File: config.mk
export PLATFORM = sky130hd
export DESIGN_NAME = per_source_reorder_sequencer
export DESIGN_NICKNAME = d
export VERILOG_FILES = /design/src/hdl/psrs_pkg.sv /design/src/hdl/psrs_ram.sv /design/src/hdl/psrs_front.sv /design/src/hdl/psrs_back.sv /design/src/hdl/per_source_reorder_sequencer.sv
export SDC_FILE = /design/constraint.sdc
export NUM_CORES = 2
export LEC_CHECK = 0
export ABC_AREA = 1
export BUFFER_PORTS_ARGS = -buffer_cell sky130_fd_sc_hd__buf_4
export CAP_MARGIN = 20
export CORE_MARGIN = 3
export CORE_UTILIZATION = 45
export DETAILED_ROUTE_END_ITERATION = 6
export PLACE_DENSITY = 0.69
export SLEW_MARGIN = 20
export SYNTH_ARGS = -nofsm -noshare
export SYNTH_HDL_FRONTEND = slang
export SYNTH_MEMORY_MAX_BITS = 65536
export SYNTH_SLANG_ARGS = --single-unit
File: constraint.sdc
create_clock -name clk -period 6.2 [get_ports clk]
set_input_delay 1.24 -clock clk [delete_from_list [all_inputs] [get_ports clk]]
set_output_delay 1.24 -clock clk [all_outputs]
set_load 0.02 [all_outputs]
File: src/hdl/psrs_pkg.sv
// Package for the per-source reorder sequencer.
// Holds the window geometry, the queued item type and the slot index helpers.
// No dependencies.
package psrs_pkg;

  localparam int WINDOW      = 16;
  localparam int NUM_SOURCES = 8;
  localparam int MAX_RESULTS = 16;
  localparam int RUN_MAX     = (MAX_RESULTS < WINDOW) ? MAX_RESULTS : WINDOW;

  localparam int SRC_W   = 3;
  localparam int SEQ_W   = 16;
  localparam int DATA_W  = 32;
  localparam int STAMP_W = 32;

  localparam int SLOT_W  = (WINDOW > 1) ? $clog2(WINDOW) : 1;
  localparam int SLOTS   = NUM_SOURCES * WINDOW;
  localparam int ADDR_W  = (SLOTS > 1) ? $clog2(SLOTS) : 1;

  localparam int QUEUE_DEPTH = 2;
  localparam int QPTR_W      = (QUEUE_DEPTH > 1) ? $clog2(QUEUE_DEPTH) : 1;
  localparam int QCNT_W      = $clog2(QUEUE_DEPTH + 1);

  localparam logic CMD_DELIVER = 1'b0;
  localparam logic CMD_JOIN    = 1'b1;

  typedef struct packed {
    logic              command;
    logic [SRC_W-1:0]  source_id;
    logic [SEQ_W-1:0]  seq;
    logic [DATA_W-1:0] payload;
  } item_t;

  // Adds a slot offset to a ring head; both operands stay below WINDOW.
  function automatic logic [SLOT_W-1:0] ring_add(input logic [SLOT_W-1:0] head,
                                                 input logic [SLOT_W-1:0] offs);
    logic [SLOT_W:0] sum;
    sum = {1'b0, head} + {1'b0, offs};
    if (sum >= (SLOT_W+1)'(WINDOW)) begin
      sum = sum - (SLOT_W+1)'(WINDOW);
    end
    return sum[SLOT_W-1:0];
  endfunction

  function automatic logic [ADDR_W-1:0] slot_addr(input logic [SRC_W-1:0]  src,
                                                  input logic [SLOT_W-1:0] phys);
    return ADDR_W'(int'(src) * WINDOW + int'(phys));
  endfunction

endpackage

File: src/hdl/psrs_ram.sv
// Generic single-write, single-read RAM with a registered read port.
// No dependencies.
module psrs_ram #(
  parameter int WIDTH = 32,
  parameter int DEPTH = 128
) (
  input  logic                     clk,
  input  logic                     we,
  input  logic [$clog2(DEPTH)-1:0] waddr,
  input  logic [WIDTH-1:0]         wdata,
  input  logic [$clog2(DEPTH)-1:0] raddr,
  output logic [WIDTH-1:0]         rdata
);

  logic [WIDTH-1:0] mem [DEPTH];

  always_ff @(posedge clk) begin
    if (we) begin
      mem[waddr] <= wdata;
    end
    rdata <= mem[raddr];
  end

endmodule

File: src/hdl/psrs_front.sv
// Front end of the reorder sequencer: accepts input transactions, drops
// those from unknown sources and queues the rest for the back end.
// Depends on psrs_pkg.
module psrs_front (
  input  logic                        clk,
  input  logic                        rst,
  input  logic                        in_valid,
  output logic                        in_ready,
  input  logic                        command,
  input  logic [psrs_pkg::SRC_W-1:0]  source_id,
  input  logic [psrs_pkg::SEQ_W-1:0]  seq,
  input  logic [psrs_pkg::DATA_W-1:0] payload,
  output logic                        q_valid,
  output psrs_pkg::item_t             q_item,
  input  logic                        q_pop
);
  import psrs_pkg::*;

  item_t             queue [QUEUE_DEPTH];
  logic [QPTR_W-1:0] wr_ptr;
  logic [QPTR_W-1:0] rd_ptr;
  logic [QCNT_W-1:0] count;
  logic              push;
  logic              pop;
  logic              known_src;

  assign in_ready  = (count != QCNT_W'(QUEUE_DEPTH));
  assign known_src = (int'(source_id) < NUM_SOURCES);
  assign push      = in_valid && in_ready && known_src;
  assign q_valid   = (count != '0);
  assign pop       = q_pop && q_valid;
  assign q_item    = queue[rd_ptr];

  always_ff @(posedge clk) begin
    if (push) begin
      queue[wr_ptr] <= '{command: command, source_id: source_id, seq: seq,
                         payload: payload};
    end
  end

  always_ff @(posedge clk) begin
    if (rst) begin
      wr_ptr <= '0;
      rd_ptr <= '0;
      count  <= '0;
    end else begin
      if (push) begin
        wr_ptr <= (wr_ptr == QPTR_W'(QUEUE_DEPTH - 1)) ? '0 : wr_ptr + 1'b1;
      end
      if (pop) begin
        rd_ptr <= (rd_ptr == QPTR_W'(QUEUE_DEPTH - 1)) ? '0 : rd_ptr + 1'b1;
      end
      if (push && !pop) begin
        count <= count + 1'b1;
      end else if (pop && !push) begin
        count <= count - 1'b1;
      end
    end
  end

endmodule

File: src/hdl/psrs_back.sv
// Back end of the reorder sequencer: per-source ring windows, slot storage,
// the release sequencer and the output register.
// Depends on psrs_pkg and psrs_ram.
module psrs_back (
  input  logic                         clk,
  input  logic                         rst,
  input  logic                         q_valid,
  input  psrs_pkg::item_t              q_item,
  output logic                         q_pop,
  output logic                         out_valid,
  input  logic                         out_ready,
  output logic [psrs_pkg::SRC_W-1:0]   out_source,
  output logic [psrs_pkg::STAMP_W-1:0] global_seq,
  output logic [psrs_pkg::DATA_W-1:0]  out_payload,
  output logic                         last
);
  import psrs_pkg::*;

  localparam logic [1:0] ST_IDLE = 2'd0;
  localparam logic [1:0] ST_READ = 2'd1;
  localparam logic [1:0] ST_WAIT = 2'd2;

  logic [1:0]         state;
  logic [SEQ_W-1:0]   expected_seq [NUM_SOURCES];
  logic [SLOT_W-1:0]  head [NUM_SOURCES];
  logic [SLOTS-1:0]   slot_valid;
  logic [SLOTS-1:0]   slot_valid_next;
  logic [STAMP_W-1:0] global_stamp;

  logic [SRC_W-1:0]   rel_src;
  logic [SLOT_W-1:0]  rel_k;
  logic [ADDR_W-1:0]  rd_addr;

  // Classification of the item at the head of the queue.
  logic [SEQ_W-1:0]   gap;
  logic               in_window;
  logic [SLOT_W-1:0]  q_phys;
  logic [ADDR_W-1:0]  q_addr;
  logic               ram_we;

  // Release step.
  logic [SLOT_W:0]    run_len;
  logic [SLOT_W-1:0]  next_phys;
  logic               run_end;
  logic               load_out;
  logic [DATA_W-1:0]  ram_rdata;

  always_comb begin
    gap       = q_item.seq - expected_seq[q_item.source_id];
    in_window = (int'(gap) < WINDOW);
    q_phys    = ring_add(head[q_item.source_id], gap[SLOT_W-1:0]);
    q_addr    = slot_addr(q_item.source_id, q_phys);
    ram_we    = (state == ST_IDLE) && q_valid && (q_item.command == CMD_DELIVER) &&
                in_window;
    q_pop     = (state == ST_IDLE);

    run_len   = {1'b0, rel_k} + 1'b1;
    next_phys = ring_add(head[rel_src], run_len[SLOT_W-1:0]);
    // The run ends at the release limit or at the first gap in the window.
    run_end   = (run_len == (SLOT_W+1)'(RUN_MAX)) ||
                !slot_valid[slot_addr(rel_src, next_phys)];
    load_out  = (state == ST_WAIT) && (!out_valid || out_ready);
  end

  // A join clears the whole window of its source; an in-window delivery marks
  // its slot; each released item frees its slot.
  always_comb begin
    slot_valid_next = slot_valid;
    if ((state == ST_IDLE) && q_valid) begin
      if (q_item.command == CMD_JOIN) begin
        for (int k = 0; k < WINDOW; k++) begin
          slot_valid_next[slot_addr(q_item.source_id, SLOT_W'(k))] = 1'b0;
        end
      end else if (in_window) begin
        slot_valid_next[q_addr] = 1'b1;
      end
    end else if (load_out) begin
      slot_valid_next[rd_addr] = 1'b0;
    end
  end

  psrs_ram #(.WIDTH(DATA_W), .DEPTH(SLOTS)) u_slots (
    .clk   (clk),
    .we    (ram_we),
    .waddr (q_addr),
    .wdata (q_item.payload),
    .raddr (rd_addr),
    .rdata (ram_rdata)
  );

  always_ff @(posedge clk) begin
    if (load_out) begin
      out_source  <= rel_src;
      global_seq  <= global_stamp;
      out_payload <= ram_rdata;
      last        <= run_end;
    end
  end

  always_ff @(posedge clk) begin
    if (rst) begin
      state        <= ST_IDLE;
      slot_valid   <= '0;
      global_stamp <= '0;
      out_valid    <= 1'b0;
      rel_src      <= '0;
      rel_k        <= '0;
      rd_addr      <= '0;
      for (int s = 0; s < NUM_SOURCES; s++) begin
        expected_seq[s] <= '0;
        head[s]         <= '0;
      end
    end else begin
      slot_valid <= slot_valid_next;
      if (load_out) begin
        out_valid <= 1'b1;
      end else if (out_ready) begin
        out_valid <= 1'b0;
      end
      case (state)
        ST_IDLE: begin
          if (q_valid) begin
            if (q_item.command == CMD_JOIN) begin
              expected_seq[q_item.source_id] <= '0;
              head[q_item.source_id]         <= '0;
            end else if (in_window) begin
              if (gap == '0) begin
                rel_src <= q_item.source_id;
                rel_k   <= '0;
                rd_addr <= q_addr;
                state   <= ST_READ;
              end
            end
          end
        end
        ST_READ: begin
          state <= ST_WAIT;
        end
        ST_WAIT: begin
          if (load_out) begin
            global_stamp           <= global_stamp + 1'b1;
            if (run_end) begin
              expected_seq[rel_src] <= expected_seq[rel_src] + SEQ_W'(run_len);
              head[rel_src]         <= (run_len == (SLOT_W+1)'(WINDOW)) ? head[rel_src]
                                                                        : next_phys;
              state                 <= ST_IDLE;
            end else begin
              rel_k   <= run_len[SLOT_W-1:0];
              rd_addr <= slot_addr(rel_src, next_phys);
              state   <= ST_READ;
            end
          end
        end
        default: begin
          state <= ST_IDLE;
        end
      endcase
    end
  end

endmodule

File: src/hdl/per_source_reorder_sequencer.sv
// Per-source reorder sequencer, top level: queueing front end and release back end.
// Path: an in-order message passes the front-end queue, READ and WAIT to out_valid.
// A message that releases nothing is taken in the idle state alone; each released item
// passes READ and WAIT, as the slot RAM read is registered; WAIT holds for a full output.
// Reset: synchronous, clears expected numbers, valid bits, stamp and queue; slot data
// needs no clearing.
module per_source_reorder_sequencer (
  input  logic                         clk,
  input  logic                         rst,
  input  logic                         in_valid,
  output logic                         in_ready,
  input  logic                         command,
  input  logic [psrs_pkg::SRC_W-1:0]   source_id,
  input  logic [psrs_pkg::SEQ_W-1:0]   seq,
  input  logic [psrs_pkg::DATA_W-1:0]  payload,
  output logic                         out_valid,
  input  logic                         out_ready,
  output logic [psrs_pkg::SRC_W-1:0]   out_source,
  output logic [psrs_pkg::STAMP_W-1:0] global_seq,
  output logic [psrs_pkg::DATA_W-1:0]  out_payload,
  output logic                         last
);
  import psrs_pkg::*;

  logic  q_valid;
  logic  q_pop;
  item_t q_item;

  psrs_front u_front (
    .clk       (clk),
    .rst       (rst),
    .in_valid  (in_valid),
    .in_ready  (in_ready),
    .command   (command),
    .source_id (source_id),
    .seq       (seq),
    .payload   (payload),
    .q_valid   (q_valid),
    .q_item    (q_item),
    .q_pop     (q_pop)
  );

  psrs_back u_back (
    .clk         (clk),
    .rst         (rst),
    .q_valid     (q_valid),
    .q_item      (q_item),
    .q_pop       (q_pop),
    .out_valid   (out_valid),
    .out_ready   (out_ready),
    .out_source  (out_source),
    .global_seq  (global_seq),
    .out_payload (out_payload),
    .last        (last)
  );

endmodule

# Yosys cells after proc, flatten, opt, wreduce, memory -nomap -nowiden
# Memories as Yosys holds them, arrays and structs flattened. A register that Yosys moved wholly into a read port is not among the register bits.
# Index checks and enable logic that the tools add are counted.
# totals
regBits,249
mem_bits_rw,4360
output_inout_bits,70
word_cells,287
memories,4
# mem_list
memory,depth,width,rd,rd_ports_with_merged_regs,wr,line,rtl
u_back.u_slots.mem,128,32,1,1,1,psrs_ram.sv:15,logic [WIDTH-1:0] mem [DEPTH];
u_back.expected_seq,8,16,2,1,8,psrs_back.sv:24,logic [SEQ_W-1:0] expected_seq [NUM_SOURCES];
u_front.queue,2,52,1,1,1,psrs_front.sv:19,item_t queue [QUEUE_DEPTH];
u_back.head,8,4,2,1,8,psrs_back.sv:25,logic [SLOT_W-1:0] head [NUM_SOURCES];
# op_classes
addsub,29
magnitude_cmp,40
eq_ne,11
n_mux,106
n_bitwise,36
reduce_logical,47
# op_table
cell,n
AND 128 bit,17
inverter 128 bit,16
2-to-1 mux 128 bit,4
"< comparator 7 x 8 -> 1 bit, second input constant",19
inverter 113 -> 128 bit,1
OR 128 bit,1
"greater-or-equal comparator 7 x 1 -> 1 bit, second input constant",18
demux 1 bit (select 7 bit),17
"adder 7 x 4 -> 7 bit, second input constant",8
2-to-1 mux 1 bit,46
2-to-1 mux 4 bit,11
2-to-1 mux 7 bit,6
"adder 32 x 1 -> 32 bit, second input constant",1
2-to-1 mux 16 bit,2
OR reduction 16 bit,2
"adder 7 x 3 -> 7 bit, second input constant",4
logical AND 1 bit,25
2-to-1 mux 3 bit,8
adder 16 x 5 -> 16 bit,1
logical NOT 16 bit,1
"< comparator 16 x 5 -> 1 bit, second input constant",1
subtractor 16 bit,1
"adder 7 x 2 -> 7 bit, second input constant",2
adder 7 x 4 -> 7 bit,2
29 further kinds,55

# Logic depth before layout (Yosys ltp)
# depth
ltp_word,23
depth_mapped,33

# Cells and area by module
# From an unflattened synthesis, not the netlist that was laid out.
# hier_totals
hier_cells,17182
hier_area_um2,194127.4
# by_module_without_submodules
mod,n_inst,cells_each,area_per_inst_um2,seq_area_each_um2
psrs_ram,1,13389,164634.1,123638.6
psrs_back,1,3594,25246.7,10450.0
psrs_front,1,199,4246.6,3223.1

# Worst setup path before layout
# OpenSTA, ideal clock, no wires.
# synth_timing
path_type,reg-to-reg
startpoint,register with a tool-made name
endpoint,memory u_back.u_slots.mem[115][0] (enable)
setup_ps,421
arrival_time_ps,5717
required_time_ps,5779
slack_ps,62
stages_incl_launch_ff,23
n_path_buf,2
synth_period_minus_slack_ps,6138
cell_sequence,dfxtp_1 buf_2 or2_1 o21ai_2 nor2_1 nand2_1 clkinv_1 a221oi_1 o21ai_0 or3_1 inv_1 ha_1 inv_1 fa_1 inv_1 fa_1 or2_2 nand2_1 nand2_1 nor2_1 clkbuf_1 nand3_1 nor2_1
# synth_lines
element,line
to (decl),psrs_ram.sv:15

==> results by stage <==
Logic synthesis:
- The number of warning messages in the yosys log is 0.
- The summed instance area of the synthesized netlist is 0.179 mm².
- In this run, distinct cell masters in the synthesized netlist total 61.
- The average instance in the mapped netlist occupies 14.0 µm².
- The cell count after synthesis came out at 12,900.
- By count the netlist is led by 4,428 x sky130_fd_sc_hd__edfxtp_1, 2,766 x sky130_fd_sc_hd__nand2_1, 768 x sky130_fd_sc_hd__nor2_1.
- Synthesis produced a netlist with a net count of 12,900.
- The count of flip-flops with a built-in enable after synthesis is 4,428.
- For this run, the leading register cell type out of synthesis is sky130_fd_sc_hd__edfxtp_1.
- Counting flops and latches in the post-synthesis netlist gives 4,645.
- The fraction of registers with async set/reset is 0%.
- Yosys instantiated no cell more often than sky130_fd_sc_hd__edfxtp_1.
- Yosys attributes the largest share of cell area to sky130_fd_sc_hd__edfxtp_1 74%, sky130_fd_sc_hd__nand2_1 5.8%, sky130_fd_sc_hd__a22oi_1 2.6%, sky130_fd_sc_hd__dfxtp_1 2.4%, sky130_fd_sc_hd__a221oi_1 2.3%.
- The fraction of synthesized cell area taken by the top area cell type is 74.1%.
- The top cell type by total area after synthesis is sky130_fd_sc_hd__edfxtp_1.
- The fraction of the yosys area taken by sequential cells is 76.5%.

STA:
- The number of hold violations in the final report is 0.
- Between clock sinks in the finished design, the worst skew comes to 0.135 ns.
- The number of endpoints failing setup at the final stage is 0.
- The final-layout setup total negative slack is 0 ns.
- The number of pins with negative max-slew slack in the final report came to 0.
- For the pin with the worst max-slew slack, the measured transition is 1.45 ns.
- Hold timing on the final database bottoms out at a slack of 0.389 ns.
- Derived from the worst setup path, the maximum achievable clock frequency is 0.164 GHz.
- In this run the tightest slew margin relative to its limit is 2.62%.
- Of the available clock period, the critical path in the final layout requires 98.4%.
- Setup slack closes at 0.0997 ns.
- The clock period could shrink to 6.10 ns.

Final layout:
- With fillers left out, the area of the finished cells amounts to 0.206 mm².
- Once layout is complete, the cells apart from fillers number 18,800.
- The area growth from synthesis to layout is 14.8%.
- For this run, the post-layout net count is 13,200.
- Of the cells placed in the final design, the portion with a size suffix greater than 1 is 11.6%.
- After filler insertion, the fill cell instance count of the layout stands at 32,000.
- The final standard cell utilization of the core is 51.9%.
- The sequential cell area is 0.137 mm².
- In the final layout, the multi-input gates occupy 0.0388 mm².

Die:
- The number of rows created at floorplan is 231.
- The number of top-level pins is 126.
- The height of the chip is 638 µm.
- The initial core utilization is 45.3%.
- The die width is 638 µm.
- The placeable core region is 0.397 mm².
- The die area is 0.406 mm².

Worst setup path:
- The required time of the critical path is 6.92 ns.
- On the worst path, the slowest cell contributes a delay of 0.57 ns.
- The cell that appears most often on the critical path is sky130_fd_sc_hd__nand3_1.
- The worst setup path is launched from a flip-flop.
- The peak fanout along the critical path is 24.
- At the worst endpoint, the arrival time is 6.82 ns.
- The signal on the critical path passes through inv_2, buf_4, o21ai_0, o22ai_1, nor2_1, a31oi_1, ha_1, nand3_1, nand3_1, inv_1, nand2_1, nand2_1, nand2_2, nand2_4, nand2_1, nand3_1, nand3_1, nand3_2, nand3_4, nand2_4, clkinvlp_4, o211ai_1, nor2_1.
- The type of the setup path with the least slack is reg2reg.
- Among all stages on the critical path, the largest delay is contributed by sky130_fd_sc_hd__nand2_4.
- STA classifies the critical path endpoint as a flip-flop.

Flow run:
- Max-cap violations in this run came to 0.

Placed design:
- The post-placement worst setup slack is -0.427 ns.
- After detailed placement, the design holds a cell count of 17,900.
- The half-perimeter wire length after detailed placement is 357,000 µm.
- Input and output buffers added on the ports amount to 125.
- The cell area after placement is 0.191 mm².
- The global placement routability congestion is 0.981.

Routing:
- The number of DRC violations after detailed routing is 21.
- The number of iterations in the first detailed-routing pass is 7.
- The final routed wire length divided by cell count is 31.5 µm.
- The total via count in the routed design is 119,000.
- In this run, the number of DRC markers left after iteration 0 of detailed routing was 20,300.
- The wire length after detailed routing is 592,000 µm.
- In this run the remaining antenna-violating nets after routing total 0.
- The per-cell via count in the routed design is 6.33.

Clock tree:
- TritonCTS built the clock tree.
- The clock drives 4,645 sinks.
- Buffers inserted to repair hold after CTS numbered 0.
- The clock tree synthesis step divided the H-tree into 5 levels.
- The worst-case clock buffer depth is 4.
- The number of buffers inserted during clock tree synthesis is 437.
- After clock tree synthesis, the clock-pin slew on the worst setup and hold paths is 0.07 ns.
- For the worst-skew pair, the clock arrives at the later sink with an insertion delay of 1.09 ns.
- The root buffer selected by CTS is sky130_fd_sc_hd__clkbuf_16.

Pwr:
- Total power for the finished layout comes to 86.1 mW.
- Summed over all cells, the static leakage comes to 67.3 nW.
- IR analysis of the VDD net gives a maximum drop of 0.00127 V.
- Power spread over the standard cell area amounts to 418 mW/mm².

Worst hold path:
- The worst hold path class is in2reg.

Outcome:
- The run finished, with violations left.
- The final reports fail on DRC.

GRT:
- The via count of the first global-routing pass is 109,000.
- The pin count of the biggest net entering global routing is 129.
- The first global-routing pass estimated 823,000 µm of wire.
- After global routing the overflow that remains totals 0.
- Across every metal layer, demand over resource in global routing totals 28.2%.
- The number of antenna violations at the first check in global routing was 50.
-- area by class of cell --
class	instances	area share [%]
Clock inverter	275	1.32
Multi-Input combinational cell	7017	18.8
Timing Repair Buffer	624	3.49
Tap cell	5242	3.18
Antenna cell	45	0.0547
Clock buffer	542	5.63
Inverter	423	0.806
Sequential cell	4645	66.7
-- cell usage in the layout, fill, tap and decap left out, types with 327 or more instances in the layout --
cell type,count
sky130_fd_sc_hd__clkbuf_16,441
sky130_fd_sc_hd__buf_4,424
sky130_fd_sc_hd__nand3_1,366
sky130_fd_sc_hd__edfxtp_1,4428
sky130_fd_sc_hd__a221oi_1,476
sky130_fd_sc_hd__inv_1,395
sky130_fd_sc_hd__a22oi_1,611
sky130_fd_sc_hd__nor2_1,614
sky130_fd_sc_hd__nand4_1,546
sky130_fd_sc_hd__a22o_1,327
sky130_fd_sc_hd__nand2_1,2730
-- report_power, final --
part           total, mW  internal [mW]  switching (mW)
Sequential          39.2           38.9           0.288
Clock               26.8           14.9            11.9
Combinational       20.1           3.55            16.6
-- cell families (layout without fill, tap and decap cells) --
kind of cell / after synthesis / after routing / synth area share (%)
DFF: 4645 / 4645 / 76.5
and+or+nand+nor: 4601 / 4601 / 10.8
AOI/OAI and AO/OA: 2366 / 2366 / 9.66
buffers and inverters: 1195 / 1864 / 2.65
adders and majority gates: 33 / 33 / 0.247
xor gates and xnor gates: 16 / 16 / 0.0823
muxes: 1 / 1 / 0.00558
other: 0 / 45 / 0
-- flip-flops by register name, summed over array words and instances, names as in the netlist, 32 cells and up, named ones only --
register,flops
u_back.u_slots.mem,4096
u_back.expected_seq,128
u_back.slot_valid,128
u_front.queue,104
u_back.global_seq,32
u_back.global_stamp,32
u_back.head,32
u_back.out_payload,32
u_back.u_slots.rdata,32
-- path summary, 6_finish.rpt --
path,from,end,slack [ns],depth (start not counted)
min,payload[23],u_front.queue[1][23],0.39,1
max reg2reg,flip-flop,u_back.head[0][1],0.1,23
min reg2reg,u_back.u_slots.rdata[19],u_back.out_payload[19],0.40,0
max,flip-flop,u_back.head[0][1],0.1,23
-- per-layer routing --
| layer | GRT usage, % | up-vias | wire length, µm |
|---|---|---|---|
| li1 | - | 49400 | - |
| met1 | 37.4 | 58900 | 209000 |
| met2 | 41.6 | 9278 | 260000 |
| met3 | 8.03 | 1586 | 82900 |
| met4 | 16.2 | 36 | 39900 |
| met5 | 0.213 | - | 319 |
-- worst max-delay path: cells and delay by family, from the launching register on --
kind                     cells  cell delay [ns]
AND/OR/NAND/NOR             14             2.81
buffers and inverters        4             1.16
AO/OA/AOI/OAI                4             1.07
flip-flops                   1             0.38
adder cells (fa/ha/maj)      1             0.36
-- timing repair --
action                     in CTS  in global routing
resized for setup               3                  2
setup buffers                   0                  2
pin swaps                       0                  1
setup endpoints to repair     278                142
No activity file was read; power rests on OpenSTA's default activity.
